<file path="src/rtl/pth_pkg.sv">
`timescale 1ns / 1ps
// ----------------------------------------------------------------------------
// pth_pkg
// Types and constants of the pixel-to-arm homography mapper.
// ----------------------------------------------------------------------------
package pth_pkg;

  localparam int NUM_COEF     = 8;
  localparam int COEF_W       = 48;
  localparam int FRAME_WIDTH  = 640;
  localparam int FRAME_HEIGHT = 480;
  localparam int SIDE_Y_MIN   = 50;
  localparam int SIDE_X_MAX   = 640;
  localparam int Z_SLOPE_Q16  = 36906;
  localparam int Z_OFFSET_Q16 = 18260425;
  localparam int Z_TOP_ONLY   = 280;
  localparam int DEN_MIN_LSB  = 4;
  localparam int QBITS        = 17;   // quotient bits resolved by the divider

  localparam logic [63:0] ONE_Q32 = 64'h0000_0001_0000_0000;

  // register indexes
  localparam logic [2:0] REG_H00 = 3'd0;
  localparam logic [2:0] REG_H01 = 3'd1;
  localparam logic [2:0] REG_H02 = 3'd2;
  localparam logic [2:0] REG_H10 = 3'd3;
  localparam logic [2:0] REG_H11 = 3'd4;
  localparam logic [2:0] REG_H12 = 3'd5;
  localparam logic [2:0] REG_H20 = 3'd6;
  localparam logic [2:0] REG_H21 = 3'd7;

  localparam logic [1:0] KIND_NONE = 2'd0;
  localparam logic [7:0] CLASS_MAX = 8'd2;

  typedef logic [NUM_COEF-1:0][COEF_W-1:0] coef_set_t;

  // item handed from the front to the divider side
  typedef struct packed {
    logic        ok;
    logic [1:0]  kind;
    logic [15:0] z;
    logic        neg_x;
    logic        neg_y;
    logic [63:0] num_x;   // 2*|nx| + |den|
    logic [63:0] num_y;   // 2*|ny| + |den|
    logic [63:0] den2;    // 2*|den|
  } front_item_t;

  typedef struct packed {
    logic        ok;
    logic [1:0]  kind;
    logic [15:0] z;
    logic        neg_x;
    logic        neg_y;
    logic [63:0] den2;
  } back_meta_t;

endpackage

</file>
<file path="src/rtl/pth_queue.sv">
`timescale 1ns / 1ps
// ----------------------------------------------------------------------------
// pth_queue
// Four-entry queue between the front pipeline and the divider.
// ----------------------------------------------------------------------------
module pth_queue (
  input  logic                 clk,
  input  logic                 rst,
  input  logic                 push_valid,
  output logic                 push_ready,
  input  pth_pkg::front_item_t push_item,
  output logic                 pop_valid,
  input  logic                 pop_ready,
  output pth_pkg::front_item_t pop_item
);
  import pth_pkg::*;

  front_item_t slots [4];
  logic [1:0]  wr_ptr, rd_ptr;
  logic [2:0]  count;
  logic        do_push, do_pop;

  assign push_ready = count != 3'd4;
  assign pop_valid  = count != 3'd0;
  assign do_push    = push_valid && push_ready;
  assign do_pop     = pop_valid && pop_ready;
  assign pop_item   = slots[rd_ptr];

  always_ff @(posedge clk) begin
    if (rst) begin
      wr_ptr <= 2'd0;
      rd_ptr <= 2'd0;
      count  <= 3'd0;
    end else begin
      if (do_push) wr_ptr <= wr_ptr + 2'd1;
      if (do_pop)  rd_ptr <= rd_ptr + 2'd1;
      count <= count + 3'(do_push) - 3'(do_pop);
    end
  end

  always_ff @(posedge clk) begin
    if (do_push) slots[wr_ptr] <= push_item;
  end

endmodule

</file>
<file path="config.mk">
export PLATFORM = sky130hd
export DESIGN_NAME = pth_queue
export DESIGN_NICKNAME = d
export VERILOG_FILES = /design/src/rtl/pth_pkg.sv /design/src/rtl/pth_queue.sv
export SDC_FILE = /design/constraint.sdc
export NUM_CORES = 1
export LEC_CHECK = 0
export BUFFER_PORTS_ARGS = -buffer_cell sky130_fd_sc_hd__buf_2
export CORE_AREA = 2 2 264 240
export DETAILED_ROUTE_END_ITERATION = 12
export DIE_AREA = 0 0 266 242
export PLACE_DENSITY = 0.75
export SETUP_SLACK_MARGIN = 0.5
export SLEW_MARGIN = 20
export SYNTH_ARGS = -nofsm -noshare
export SYNTH_HDL_FRONTEND = slang
export SYNTH_SLANG_ARGS = --single-unit
</file>
<file path="constraint.sdc">
create_clock -name clk -period 6.9 [get_ports clk]
set_input_delay 1.38 -clock clk [delete_from_list [all_inputs] [get_ports clk]]
set_output_delay 1.38 -clock clk [all_outputs]
set_load 0.02 [all_outputs]
</file>
Word-level counts from Yosys, hierarchy flattened
Memories as Yosys holds them, arrays and structs flattened. A register that Yosys moved wholly into a read port is not among the register bits. Cells that the tools add are included.

Memories: 1. Bits in writable memories: 852. Logic and storage cells: 16. Output and inout bits: 215. Input bits: 217. Flip-flop bits (word level): 7.

Equal/unequal tests: 1. Reduce and logical (&&, ||, !) cells: 3. $add $sub $neg: 4. Multiplexer cells: 4.

Memory list: slots (words 4, bits a word 213, read ports 1, clocked after memory_dff 1, write ports 1, RTL line pth_queue.sv:18) `front_item_t slots [4];`.

Operator list (count): 2-bit by 1-bit adder with 2-bit output (second input constant) (2); 2-bit two-way mux (2); 3-bit by 1-bit adder with 3-bit output (1); 3-bit != test (second input constant) (1); 3-bit nonzero test (1); 3-bit by 1-bit subtractor with 3-bit output (1); 1-bit logical AND (2); 1-bit two-way mux (2).

Depth between registers and ports, before layout
Gate-level depths: netlist of run 1.

Word-level depth: 4. Depth in mapped cells: 11. Depth with buffers taken out: 11.

Worst setup path before layout of run 1
OpenSTA, ideal clock, no wires.

Path kind: input-to-reg. Start: input push_valid. End: memory slots[2][0] (netlist name), enable pin. Stages on the path: 2. Arrival time: 6.633 ns. Path slack: -0.333 ns. Buffers on the path: 0. Data required time: 6.300 ns. Library setup time: 0.600 ns. Cell sequence: a21boi_1 > and2_1.

Cells in the longest elaborated chain, start to end: 3.

RTL lines: start, declared (RTL line pth_queue.sv:9) `input logic push_valid,`; 1-bit logical AND (RTL line pth_queue.sv:25) `assign do_push = push_valid && push_ready;`; 1-bit two-way mux (RTL line pth_queue.sv:42) `if (do_push) slots[wr_ptr] <= push_item;`; 1-bit two-way mux (not written as such) (RTL line pth_queue.sv:42); end, declared (RTL line pth_queue.sv:18).

No other way between the ends.

==> impl_metrics.json, run 1 <==
{
  "outcome": "finished, final reports clean",
  "die_w_um": 266,
  "synth_common_cells": "852 x edfxtp_1, 213 x mux4_2, 23 x buf_2",
  "antenna_found_initial": 25,
  "track_usage_pct": 18.5,
  "nets": 1867,
  "clock_path_buffers": 3,
  "worstSetupPathType": "flip-flop to primary output",
  "crit_arrival_ns": 2.94,
  "endpoint": "pop_item[132]",
  "ant_nets": 0,
  "io_buffers": 431,
  "area_growth_pct": 18.1,
  "cts.clk_slew.worst_paths_ns": 0.06,
  "seqCellArea_sq_mm": 0.0258,
  "ys_warn_count": 0,
  "drive_gt1_share_pct": 45.5,
  "dr_total_vias": 13900,
  "worstPathRequired_ns": 5.52,
  "final_area_sq_mm": 0.0369,
  "endpoint_kind": "primary output",
  "slew_violations": 0,
  "finalSetupViolCount": 0,
  "drcViolationCount": 0,
  "synth.most_common_cell": "edfxtp_1",
  "dp_slack_ns": 2.96,
  "cts_tree": "yes",
  "hold_violations": 0,
  "powerDensity_mw_per_mm2": 392,
  "num_io_pins": 432,
  "htree_levels": 3,
  "ys.flop_type": "edfxtp_1",
  "r2r_slack_ns": 3.94,
  "fin_util_pct": 59.6,
  "syn_inst": 1162,
  "rsz0062_at_grt": "false",
  "ys_async_sr_fraction_pct": 0,
  "cts.sinks": 861,
  "cts_resized": 0,
  "gp_congestion": 0.746,
  "synth_edf_count": 852,
  "grt_pass1_vias": 14800,
  "setup-tns-final_ns": 0,
  "worst_pin_slew_ns": 0.888,
  "yosysTopAreaCell": "edfxtp_1",
  "netlist_area_sq_mm": 0.0312,
  "cts_hold_buf": 0,
  "worstSkewPairLatency_ns": 0.63,
  "synth_top_family_by_area": "multiplexers",
  "placed_area_sq_mm": 0.0342,
  "grt_max_degree": 116,
  "min_period_over_period_pct": 62.7,
  "layout_setup_ws_ns": 2.58,
  "drtIter0Drc": 971,
  "cts_setup_buffers": 0,
  "drv_cap": 0,
  "grt_pass1_wl_um": 89500,
  "synth_top_area_share_pct": 82.0,
  "drt-pass1-iter-count": 5,
  "finalWirelength_um": 59200,
  "place_hpwl_um": 35100,
  "synthXorXnorAreaFrac_pct": 0.0842,
  "design.die.area_sq_mm": 0.0644,
  "fin_crit_ns": 4.32,
  "synth.distinct_cells": 23,
  "timing.fmax_ghz": 0.231,
  "post_drt_wl_per_cell_um": 23.5,
  "core_area_sq_mm": 0.0618,
  "hold_path_class": "flip-flop to flip-flop",
  "cp_max_fo": 34,
  "syn-num-nets": 1386,
  "r2r_end": "slots[0][100]",
  "die_y_um": 242,
  "ir_worst_vdd_uv": 309,
  "synth.area.top_cells": "edfxtp_1 82%, mux4_2 15%, buf_6 0.72%",
  "yosys.area_share.simple_pct": 0.305,
  "root_buffer": "clkbuf_16",
  "start_util_pct": 50.5,
  "r2r_cells": 4,
  "postSynthRegisterBits": 861,
  "synthAdderAreaFrac_pct": 0.305,
  "gr-total-overflow": 0,
  "synth-compound-area-share_pct": 0.0802,
  "fillCellCount": 4251,
  "seq_area_frac_synth_pct": 82.6,
  "multi_input_area_sq_mm": 0.00507,
  "avgSynthCellArea_sq_um": 26.9,
  "slew_headroom_pct": 40.8,
  "hold-worst-slack_ns": 0.524,
  "rows": 87,
  "final.setup_skew_ns": 0.0147,
  "critPathLaunchType": "flip-flop",
  "synth_mux_area_share_pct": 15.4,
  "p_leak_nw": 12.2,
  "via_per_inst": 5.54,
  "cts_made_buffers": 84,
  "rr_startpoint": "count[1]"
}
-- final cells by class --
cell class	count	share of cell area, %
Antenna cell	10	0.0679
Clock buffer	104	5.90
Clock inverter	44	1.15
Inverter	5	0.0509
Multi-Input combinational cell	247	13.8
Sequential cell	861	69.9
Tap cell	801	2.72
Timing Repair Buffer	444	6.45
-- placed cells by master, fill, tap and decap left out, types with 2 or more instances in the layout --
| master | synthesis | layout |
|---|---|---|
| edfxtp_1 | 852 | 852 |
| buf_2 | 23 | 431 |
| mux4_2 | 213 | 213 |
| clkbuf_16 | 0 | 84 |
| clkbuf_1 | 6 | 20 |
| clkinv_1 | 0 | 17 |
| clkinv_2 | 0 | 11 |
| diode_2 | 0 | 10 |
| buf_12 | 0 | 10 |
| nor2_1 | 8 | 8 |
| dfxtp_1 | 9 | 7 |
| ha_1 | 6 | 6 |
| bufinv_16 | 0 | 6 |
| inv_1 | 5 | 5 |
| and2_4 | 0 | 4 |
| inv_6 | 0 | 3 |
| inv_16 | 0 | 3 |
| clkinvlp_4 | 0 | 3 |
| buf_4 | 0 | 3 |
| xor2_1 | 2 | 2 |
| nand2b_1 | 2 | 2 |
| dfxtp_4 | 0 | 2 |
-- worst max-delay path, cell delays in order (launching register included) --
cell	delay [ns]
dfxtp_4	0.80
buf_4	0.64
mux4_2	0.62
buf_2	0.18
-- through the flow --
step / power (W) / cells
2_1_floorplan: 0.00919 / 1162
3_3_place_gp: 0.0102 / 2358
3_5_place_dp: 0.0103 / 2358
6_report: 0.0144 / 2516
5_1_grt: 0.0150 / 2510
4_1_cts: 0.0146 / 2506
-- registers in the layout (all words and copies together), names as in the netlist, named ones only --
| register | cells |
|---|---|
| count | 3 |
| slots | 852 |
| wr_ptr | 2 |
| rd_ptr | 2 |
-- metal layers --
metal,track usage [%],share of wire [%],up-vias
met4,6.08,2.4,30
met3,7.43,9.5,118
met5,0,0.32,-
met2,29.4,50,457
met1,23.3,38,7307
li1,-,-,6025
-- logic make-up after synthesis --
| logic type | count (synthesis) |
|---|---|
| adders and majority gates | 7 |
| muxes | 215 |
| DFF | 861 |
| buffers and inverters | 54 |
| xor gates and xnor gates | 3 |
| AOI/OAI and AO/OA | 3 |
| and+or+nand+nor | 19 |
-- worst min-delay path by stage --
| stage | from | to | slack [ns] | cells after the start |
|---|---|---|---|---|
| after global placement | wr_ptr[1] | wr_ptr[1] | 0.49 | 2 |
| final | rd_ptr[1] | rd_ptr[1] | 0.52 | 2 |
| after CTS | wr_ptr[1] | wr_ptr[1] | 0.52 | 2 |
| after detailed placement | wr_ptr[1] | wr_ptr[1] | 0.51 | 2 |
| after global routing | rd_ptr[1] | rd_ptr[1] | 0.56 | 2 |
| after floorplan | wr_ptr[1] | wr_ptr[1] | 0.48 | 2 |
-- report_power, final --
group / internal [W] / switching, W
Combinational: 0.00141 / 0.00209
Sequential: 0.00641 / 0.000196
Clock: 0.00248 / 0.00185
Note: power is estimated with default switching activity, not from simulation.
==> run 2: changes to the inputs <==
--- a/config.mk
+++ b/config.mk
@@ -6,10 +6,10 @@
 export NUM_CORES = 1
 export LEC_CHECK = 0
 export BUFFER_PORTS_ARGS = -buffer_cell sky130_fd_sc_hd__buf_2
-export CORE_AREA = 2 2 264 240
+export CORE_AREA = 2 2 250 227
 export DETAILED_ROUTE_END_ITERATION = 12
-export DIE_AREA = 0 0 266 242
-export PLACE_DENSITY = 0.75
+export DIE_AREA = 0 0 252 229
+export PLACE_DENSITY = 0.79
 export SETUP_SLACK_MARGIN = 0.5
 export SLEW_MARGIN = 20
 export SYNTH_ARGS = -nofsm -noshare
==> constraint.sdc (replaced) <==
create_clock -name clk -period 4.29 [get_ports clk]
set_input_delay 0.858 -clock clk [delete_from_list [all_inputs] [get_ports clk]]
set_output_delay 0.858 -clock clk [all_outputs]
set_load 0.02 [all_outputs]
==> run 2 against run 1 <==
Net effect:
- register-to-register slack lost 2.4 ns
- via count up 2.7%
- core utilization increased by 7.5 points
- clock power grew 56%
- combinational power is 69% higher
- cell count is 2.2% lower
- power increased by 61%
- flip-flop and latch count unchanged
==> impl_metrics.json, run 2 (same netlist as run 1, synthesis figures left out) <==
{
  "fin_crit_ns": 3.51,
  "via_per_inst": 5.82,
  "antenna_found_initial": 26,
  "fin_total_pwr_w": 0.0233,
  "clock_path_buffers": 3,
  "cts_setup_buffers": 0,
  "hold_path_class": "input pin to flip-flop",
  "finalSetupViolCount": 0,
  "io_buffers": 431,
  "powerDensity_mw_per_mm2": 628,
  "ant_nets": 0,
  "die_y_um": 229,
  "p_leak_nw": 12.4,
  "place_hpwl_um": 38700,
  "timing.fmax_ghz": 0.285,
  "cts_hold_buf": 0,
  "area_growth_pct": 18.7,
  "grt_pass1_wl_um": 94400,
  "cts_resized": 0,
  "drv_cap": 0,
  "core_area_sq_mm": 0.0552,
  "largest_reg_flops": 852,
  "gr-total-overflow": 0,
  "slew_violations": 0,
  "hold_start": "push_item[11]",
  "p_seq_share_pct": 45.6,
  "drtIter0Drc": 1167,
  "num_io_pins": 432,
  "start_util_pct": 56.5,
  "ir_worst_vdd_uv": 609,
  "rsz0062_at_grt": "false",
  "worst_pin_slew_ns": 0.796,
  "drcViolationCount": 0,
  "worstSkewPairLatency_ns": 0.64,
  "gp_congestion": 0.784,
  "crit_arrival_ns": 2.65,
  "min_period_over_period_pct": 81.8,
  "root_buffer": "clkbuf_16",
  "nets": 1898,
  "worstPathRequired_ns": 3.43,
  "critPathLaunchType": "flip-flop",
  "cts.clk_slew.worst_paths_ns": 0.06,
  "endpoint_kind": "primary output",
  "switching_share_pct": 29.1,
  "setup-tns-final_ns": 0,
  "die_w_um": 252,
  "rr_startpoint": "count[1]",
  "hold_violations": 0,
  "cp_max_fo": 26,
  "grt_max_degree": 92,
  "final_cell_mix": "852 x edfxtp_1, 431 x buf_2, 213 x mux4_2",
  "rows": 82,
  "grt_pass1_vias": 15300,
  "cts_made_buffers": 82,
  "final_common_cell": "edfxtp_1",
  "cts.sinks": 861,
  "post_drt_wl_per_cell_um": 25.7,
  "outcome": "finished, final reports clean",
  "p_int_w": 0.0165,
  "reg_top3": "slots x852, count x3",
  "design.die.area_sq_mm": 0.0577,
  "drive_gt1_share_pct": 46.4,
  "worstSetupPathType": "flip-flop to primary output",
  "top_register": "slots",
  "hold-worst-slack_ns": 0.427,
  "cts_tree": "yes",
  "power_frac_clock_pct": 28.9,
  "finalWirelength_um": 63400,
  "drt-pass1-iter-count": 5,
  "slew_headroom_pct": 47.0,
  "final.setup_skew_ns": 0.0469,
  "combPwrFrac_pct": 25.4,
  "switchingPower_w": 0.00678,
  "dr_total_vias": 14300,
  "htree_levels": 3,
  "track_usage_pct": 22.2
}
[run 2: worst max-delay path, stage by stage, from the launching register on]
cell and delay, ns:
dfxtp_4 0.68, buf_12 0.29, buf_12 0.24, mux4_2 0.57
buf_2 0.19
[run 2: routing by layer]
metal / track usage [%] / vias to the layer above / part of all wire (%) / routed length [um]
li1: - / 6096 / - / -
met1: 28.6 / 7500 / 38 / 23900
met2: 35.7 / 568 / 50 / 31900
met3: 8.17 / 121 / 9.5 / 6020
met4: 6.84 / 26 / 2.3 / 1430
met5: 0 / - / 0.28 / 177
[run 2: cell type report]
class | count | area, sq um
antenna | 15 | 37.5
clock buffer | 106 | 2210
clock inverter | 36 | 300
fill | 3322 | 18200
inverter | 5 | 18.8
multi-input combinational | 247 | 5070
sequential | 861 | 25800
tap | 714 | 893
timing repair buffer | 477 | 2730
[run 2: stage by stage]
stage	setup WS, ns	utilization, %	instance area [sq um]	instances
finish	0.780	67.1	37000	2461
global route	0.571	67.1	37000	2453
CTS	0.671	67.0	37000	2446
detailed placement	1.23	62.5	34500	2304
global placement	1.37	62.5	34500	2304
floorplan	-0.0548	-	31200	1162
[run 2: power groups by stage]
stage,Sequential [W],Combinational (W),Clock [W]
CTS,0.0106,0.00601,0.00687
detailed placement,0.0108,0.00596,0
global route,0.0107,0.00626,0.00716
global placement,0.0107,0.00592,0
finish,0.0106,0.00592,0.00673
floorplan,0.0107,0.00408,0
[run 2: worst paths after layout]
check | end | slack [ns] | depth (start not counted)
max | pop_item[134] | 0.78 | 4
min | slots[3][11] | 0.43 | 1
max reg2reg | count[2] | 1.56 | 11
min reg2reg | wr_ptr[1] | 0.55 | 2
==> run 3: changes to the inputs <==
==> constraint.sdc (replaced) <==
create_clock -name clk -period 3.6 [get_ports clk]
set_input_delay 0.72 -clock clk [delete_from_list [all_inputs] [get_ports clk]]
set_output_delay 0.72 -clock clk [all_outputs]
set_load 0.02 [all_outputs]
==> run 3 against run 2 <==
Net effect:
- sequential power increased by 19%
- highest routed layer unchanged
- sequential share of layout area down 0.89 points
- core utilization grew 0.87 points
==> impl_metrics.json, run 3 (same netlist as run 1, synthesis figures left out) <==
{
  "r2r_end": "count[2]",
  "io_buffers": 431,
  "crit_family": "buffers and inverters",
  "p_int_w": 0.0201,
  "cts.clk_slew.worst_paths_ns": 0.06,
  "crit_arrival_ns": 2.29,
  "worstSkewPairLatency_ns": 0.62,
  "area_growth_pct": 20.2,
  "num_io_pins": 432,
  "gr-total-overflow": 0,
  "cp_max_fo": 22,
  "core_area_sq_mm": 0.0552,
  "worst_pin_slew_ns": 0.610,
  "ir_worst_vdd_uv": 624,
  "critPathLaunchType": "flip-flop",
  "slew_violations": 0,
  "timing.fmax_ghz": 0.332,
  "finalWirelength_um": 65400,
  "drt-pass1-iter-count": 5,
  "hold_path_class": "input pin to flip-flop",
  "worstSetupPathType": "flip-flop to primary output",
  "fin_util_pct": 68.0,
  "r2r_cells": 11,
  "final_area_sq_mm": 0.0375,
  "clock_path_buffers": 3,
  "placed_area_sq_mm": 0.0348,
  "rsz0062_at_grt": "true",
  "grt_pass1_wl_um": 96400,
  "final_cell_mix": "852 x edfxtp_1, 431 x buf_2, 213 x mux4_2",
  "reg_top3": "slots x852, count x3",
  "p_leak_nw": 12.6,
  "top_register": "slots",
  "drive_gt1_share_pct": 47.5,
  "cp_slowest_stage_delay_ns": 0.54,
  "p_seq_share_pct": 44.5,
  "path_cells": "buf_16, buf_12, mux4_2, buf_2",
  "design.die.area_sq_mm": 0.0577,
  "hold_start": "push_item[11]",
  "critPathBufInv": 3,
  "powerDensity_mw_per_mm2": 754,
  "worstPathRequired_ns": 2.88,
  "endpoint_kind": "primary output",
  "root_buffer": "clkbuf_16",
  "min_period_over_period_pct": 83.7,
  "drtIter0Drc": 1121,
  "cts_made_buffers": 81,
  "place_hpwl_um": 40300,
  "hold_depth": 1,
  "stdcell_count": 2487,
  "dp.cells": 2322,
  "switching_share_pct": 29.1,
  "grt_max_degree": 61,
  "post_drt_wl_per_cell_um": 26.3,
  "combPwrFrac_pct": 26.2,
  "crit_cells": 4,
  "die_y_um": 229,
  "drv_cap": 0,
  "die_w_um": 252,
  "cts_tree": "yes",
  "critPathSlowestCell": "mux4_2",
  "cts.sinks": 861,
  "dr_total_vias": 14500,
  "grt_pass1_vias": 15300,
  "final.setup_skew_ns": 0.0147,
  "htree_levels": 3,
  "fin_crit_ns": 3.01,
  "antenna_found_initial": 24,
  "hold_violations": 0,
  "setup-tns-final_ns": 0,
  "start_util_pct": 56.5,
  "rows": 82,
  "via_per_inst": 5.84,
  "slew_headroom_pct": 59.3,
  "track_usage_pct": 22.7,
  "rr_startpoint": "count[1]",
  "endpoint": "pop_item[143]",
  "power_frac_clock_pct": 29.2,
  "largest_reg_flops": 852,
  "outcome": "finished, final reports clean",
  "switchingPower_w": 0.00823,
  "final_common_cell": "edfxtp_1",
  "r2r_slack_ns": 0.92,
  "drcViolationCount": 0,
  "finalSetupViolCount": 0,
  "ant_nets": 0,
  "nets": 1920,
  "gp_congestion": 0.780
}
-- run 3: final cells by class --
type / instances / area (sq um)
Antenna cell: 13 / 32.5
Multi-Input combinational cell: 247 / 5070
Inverter: 5 / 18.8
Timing Repair Buffer: 500 / 3130
Clock buffer: 101 / 2100
Tap cell: 714 / 893
Fill cell: 3267 / 17700
Sequential cell: 861 / 25800
Clock inverter: 46 / 494
-- run 3: metal layers --
metal | up-vias | GRT usage (%) | part of all wire [%]
met4 | 26 | 6.31 | 1.9
met3 | 108 | 7.40 | 9.3
li1 | 6157 | - | -
met1 | 7619 | 28.7 | 37
met5 | - | 0 | 0.26
met2 | 622 | 38.1 | 52
-- run 3: power groups by stage --
stage	Clock [W]	Sequential [W]	Combinational, W
CTS	0.00844	0.0126	0.00747
finish	0.00828	0.0126	0.00742
global placement	0	0.0127	0.00726
global route	0.00881	0.0127	0.00786
detailed placement	0	0.0128	0.00732
floorplan	0	0.0128	0.00487
-- run 3: worst min path at each step --
stage | endpoint | slack (ns)
2_1_floorplan | wr_ptr[1] | 0.48
3_3_place_gp | wr_ptr[1] | 0.50
3_5_place_dp | flip-flop | 0.52
4_1_cts | slots[3][11] | 0.26
5_1_grt | slots[2][11] | 0.28
6_report | slots[3][11] | 0.31
-- run 3: per-stage QoR --
| step | total power (W) | hold slack, ns | worst slack, ns |
|---|---|---|---|
| after global placement | 0.0200 | 0.505 | 0.788 |
| final | 0.0283 | 0.306 | 0.587 |
| after detailed placement | 0.0201 | 0.523 | 0.724 |
| after global routing | 0.0293 | 0.276 | 0.451 |
| after floorplan | 0.0176 | 0.482 | -0.607 |
| after CTS | 0.0285 | 0.265 | 0.509 |
-- run 3: repair_timing --
item	4_1_cts	5_1_grt
hold buffers	0	0
buffers inserted	4	0
pin swaps	0	0
endpoints found under the hold margin	0	0
cloned	0	1
endpoints found under the setup margin	196	45
resized for setup	2	2
